File: config.mk
export PLATFORM = sky130hd
export DESIGN_NAME = brc_queue
export DESIGN_NICKNAME = d
export VERILOG_FILES = /design/src/brc_pkg.sv /design/src/brc_queue.sv
export SDC_FILE = /design/constraint.sdc
export NUM_CORES = 1
export LEC_CHECK = 0
export BUFFER_PORTS_ARGS = -buffer_cell sky130_fd_sc_hd__buf_2
export CAP_MARGIN = 25
export CORE_MARGIN = 10
export CORE_UTILIZATION = 56
export DETAILED_ROUTE_END_ITERATION = 12
export GPL_ROUTABILITY_DRIVEN = 0
export PLACE_DENSITY = 0.78
export RECOVER_POWER = 100
export SETUP_SLACK_MARGIN = 0.02
export SYNTH_ARGS = -nofsm -noshare
export SYNTH_HDL_FRONTEND = slang
export SYNTH_SLANG_ARGS = --single-unit
File: constraint.sdc
create_clock -name clk -period 2.87 [get_ports clk]
set_input_delay 0.574 -clock clk [delete_from_list [all_inputs] [get_ports clk]]
set_output_delay 0.574 -clock clk [all_outputs]
set_load 0.01 [all_outputs]
File: src/brc_pkg.sv
// Package with shared types, constants and arithmetic helpers for the compensator.
`default_nettype none
package brc_pkg;
  localparam int unsigned RegIdxW = 3;
  localparam int unsigned DivW = 32;
  localparam int unsigned QueueDepth = 4;
  localparam int unsigned QueuePtrW = 2;
  // Tag carried alongside each divide; wide enough for the temperature half's tag.
  localparam int unsigned DivTagW = 50;

  typedef enum logic [RegIdxW-1:0] {
    REG_AC1 = 3'd0, REG_AC2 = 3'd1, REG_AC3 = 3'd2, REG_AC4 = 3'd3,
    REG_AC5 = 3'd4, REG_AC6 = 3'd5, REG_B1B2 = 3'd6, REG_MCMD = 3'd7
  } reg_idx_t;

  typedef struct packed {
    logic [15:0] ac1, ac2, ac3, ac4, ac5, ac6;
    logic [31:0] b1b2, mcmd;
  } coef_t;

  // Item handed from the front part to the back part through the queue.
  typedef struct packed {
    logic [31:0] b5;
    logic [15:0] up;
    logic        fault;
  } mid_t;

  function automatic logic [31:0] sext16(input logic [15:0] v);
    sext16 = {{16{v[15]}}, v};
  endfunction

  function automatic logic [31:0] asr(input logic [31:0] v, input int unsigned s);
    asr = 32'($signed(v) >>> s);
  endfunction
endpackage
`default_nettype wire

File: src/brc_queue.sv
// Short FIFO between the temperature and pressure halves.
`default_nettype none
module brc_queue (
  input  wire logic          clk,
  input  wire logic          rst,
  input  wire logic          wr,
  input  wire brc_pkg::mid_t wdata,
  input  wire logic          rd,
  output logic               nonempty,
  output logic [brc_pkg::QueuePtrW:0] count,
  output brc_pkg::mid_t      rdata
);
  brc_pkg::mid_t mem [brc_pkg::QueueDepth];
  logic [brc_pkg::QueuePtrW-1:0] wp, rp;

  always_ff @(posedge clk) begin
    if (rst) begin
      wp <= '0;
      rp <= '0;
      count <= '0;
    end else begin
      if (wr) wp <= wp + 1'b1;
      if (rd) rp <= rp + 1'b1;
      count <= count + (wr ? 1'b1 : 1'b0) - (rd ? 1'b1 : 1'b0);
    end
    if (wr) mem[wp] <= wdata;
  end

  assign nonempty = count != '0;
  assign rdata = mem[rp];
endmodule
`default_nettype wire

==> impl_summary.txt <==
----------------------------------------------------
[Run status]
  Status ... finished clean

[Global routing]
  Global-route wire length before repair ... 20800 µm
  Global route overflow ... 0
  Number of global-route vias before repair ... roughly 3700
  Initial antenna violation count ... 0
  Gr usage total ... 14.4%
  Pin count of the biggest net entering global routing ... 50

[Logic synthesis]
  Number of cells produced by synthesis ... between 200 and 300
  Register bit total from synthesis ... 205
  Netlist cell types ... 22
  Most area-hungry cell type in the Yosys netlist ... edfxtp_1
  Top cells by area in the synthesized netlist ... edfxtp_1 (78%), mux4_2 (14%), dfxtp_1 (2.4%)
  Area of the mapped netlist ... 7530 µm²
  Fraction of the yosys area taken by sequential cells ... 80.6%
  Synthesis Warnings ... 0
  Proportion of netlist area held by the largest area contributor ... approximately four fifths
  Avg Cell Area, Syn ... around 25 µm²
  Synthesized net count ... 357

[Timing]
  Post-route setup TNS ... 0 ns
  Ratio of final minimum period to clock period ... roughly nine tenths
  Final period demand of the worst path ... around 2.5 ns
  Worst relative slew slack ... under 10%
  Transition time at the pin with the least slew margin ... around 1.4 ns
  Setup skew after layout ... about 0.0085 ns
  Setup violation total in the final timing report ... 0
  Maximum clock rate ... around 0.4 GHz
  Hold Fails Final Rpt ... 0
  Post-route worst hold slack ... 0.359 ns
  Max-slew violation count ... 0
  Fin worst setup slack ... approximately 0.32 ns
  Setup repair after global routing missed its margin ... false

[CTS]
  Clock Root Buffer ... clkbuf_16
  TritonCTS clock tree ... built
  CTS resizes ... 0
  Post-CTS clock slew at the launch and capture registers of the worst setup and hold paths ... around 0.060 ns
  Buffer count from post-CTS setup fixing ... 0
  Number of buffers created by CTS ... 20
  Number of buffers inserted by hold repair at cts ... 0
  Number of levels the H-tree was split into ... 1
  Clk sinks ... slightly above 200
  Clk buf depth ... 3
  Worst-skew pair later-pin latency ... approximately 0.47 ns

[Routing]
  1st-iter DRT viols ... between 200 and 300
  Routed length per instance ... 22.0 µm
  Aggregate routed wire length ... roughly 13000 µm
  DRC violations left ... 0
  Avg Vias per Cell ... ~5.6
  Vias after detailed routing ... around 3400
  TritonRoute pass-1 iters ... 4
  Number of nets still failing antenna checks after routing ... 0

[Die]
  Floorplan Core Area ... 13200 µm²
  Standard-cell row count ... 42
  Die H ... around 140 µm
  Effective utilization at floorplan ... a little under three fifths
  Die Area ... roughly 18000 µm²
  I/O pin cnt ... approximately 110
  Die outline width ... approximately 140 µm

[Pwr]
  Peak supply drop ... roughly 750 µV
  Pwr dens ... a little under 800 nW/µm²
  Static Leak ... 2.80 nW
  Pwr Total ... just under 7 mW

[Worst setup path]
  Worst path arrival time ... 1.97 ns
  Reg-to-Reg Start ... wp[0]$_SDFFE_PP0P_
  Flop2flop setup slack ... between 0.3 and 0.4 ns
  Number of cells on the worst reg-to-reg path ... 3
  Highest fanout seen on the critical path ... 14
  Element type at the critical path start ... flop
  Critical Path Sink Type ... output port
  Endpoint required time on the critical path ... ~2.3 ns
  Crit path capture ... rdata[2]
  Critical path class ... flop to output port
  Crit Reg-Reg Endpoint ... mem[3][39]$_DFFE_PP_

[Place]
  Number of instances in the placed design ... roughly 570
  Port Buf Inserts ... approximately 110
  Setup slack at placement ... ~0.79 ns
  Half-perimeter wire length after placement ... 8260 µm

[Hold path]
  Hold Startpoint ... wdata[34]
  Type of the tightest min-delay check ... input port to flop

[Layout]
  Share of final-layout standard cells stronger than drive strength 1 ... about 22%
  Highest-count cells in the layout ignoring fill and taps ... edfxtp_1 (196), clkbuf_1 (97), mux4_2 (47)
  Number of nets in the final layout ... 480
  Area growth from synthesis to layout ... 17.2%
  Most common library cell in the layout ignoring fill and taps ... edfxtp_1
  Count of non-filler cells in the finished layout ... between 600 and 700

[Flow run]
  Max-cap viol count ... 0

----------------------------------------------------
==> worst min-delay path by stage <==
| stage | slack, ns | endpoint | depth (start not counted) |
|---|---|---|---|
| finish | 0.36 | mem[3][34]$_DFFE_PP_ | 1 |
| global route | 0.36 | mem[1][8]$_DFFE_PP_ | 1 |
| CTS | 0.30 | mem[2][34]$_DFFE_PP_ | 1 |
| detailed placement | 0.54 | flop | 2 |
| global placement | 0.52 | flop | 2 |
| floorplan | 0.49 | flop | 2 |
==> worst max-delay path, stage by stage (launching register included) <==
cell and delay, ns:
dfxtp_4 0.44, buf_4 0.32, mux4_1 0.59, clkbuf_1 0.14
==> stage by stage <==
step	utilization, %	instance area [µm²]
5_1_grt	66.8	8820
4_1_cts	68.3	9000
3_5_place_dp	63.0	8310
2_1_floorplan	-	7530
3_3_place_gp	63.0	8310
6_report	66.9	8820
==> power breakdown <==
| group | total, mW | internal [mW] | switching (mW) |
|---|---|---|---|
| logic | 0.613 | 0.274 | 0.340 |
| registers | 3.50 | 3.44 | 0.0520 |
| clock network | 2.69 | 1.68 | 1.01 |
==> synth_stat cells <==
cell type,n
mux2i_1,1
a21oi_1,1
and2_1,4
buf_6,1
inv_1,6
xor3_1,1
buf_1,3
xnor2_1,2
buf_2,2
dfxtp_1,9
nor2b_1,2
edfxtp_1,196
mux4_2,47
buf_4,3
a21bo_2,1
buf_12,2
or3_1,1
nor2_1,5
nand3b_1,1
ha_1,6
fa_1,1
mux4_1,2
==> cell type report <==
type                       instances  area [µm²]
antenna                            1        2.50
clock buffer                      21         526
clock inverter                    13         163
fill                             896        4370
inverter                           6        22.5
multi-input combinational         75        1350
sequential                       205        6070
tap                              176         220
timing repair buffer             112         472
==> logic make-up after synthesis <==
kind of cell             share of synthesized area [%]
flip-flops                                        80.6
multiplexers                                      14.9
buffers and inverters                             1.56
AND/OR/NAND/NOR                                  0.931
adder cells (fa/ha/maj)                           1.26
XOR/XNOR                                         0.549
AO/OA/AOI/OAI                                    0.199
==> layer usage <==
| layer | global-route usage, % | part of all wire [%] |
|---|---|---|
| met1 | 18.4 | 39 |
| met5 | 0 | 0 |
| met4 | 3.43 | 1.9 |
| met2 | 23.7 | 50 |
| met3 | 4.61 | 8.3 |
==> sequential cells by signal, indices dropped and copies added, names as in the netlist, named ones only <==
register	count
rp	2
wp	2
count	3
mem	196
(Power assumes the default switching activity.)
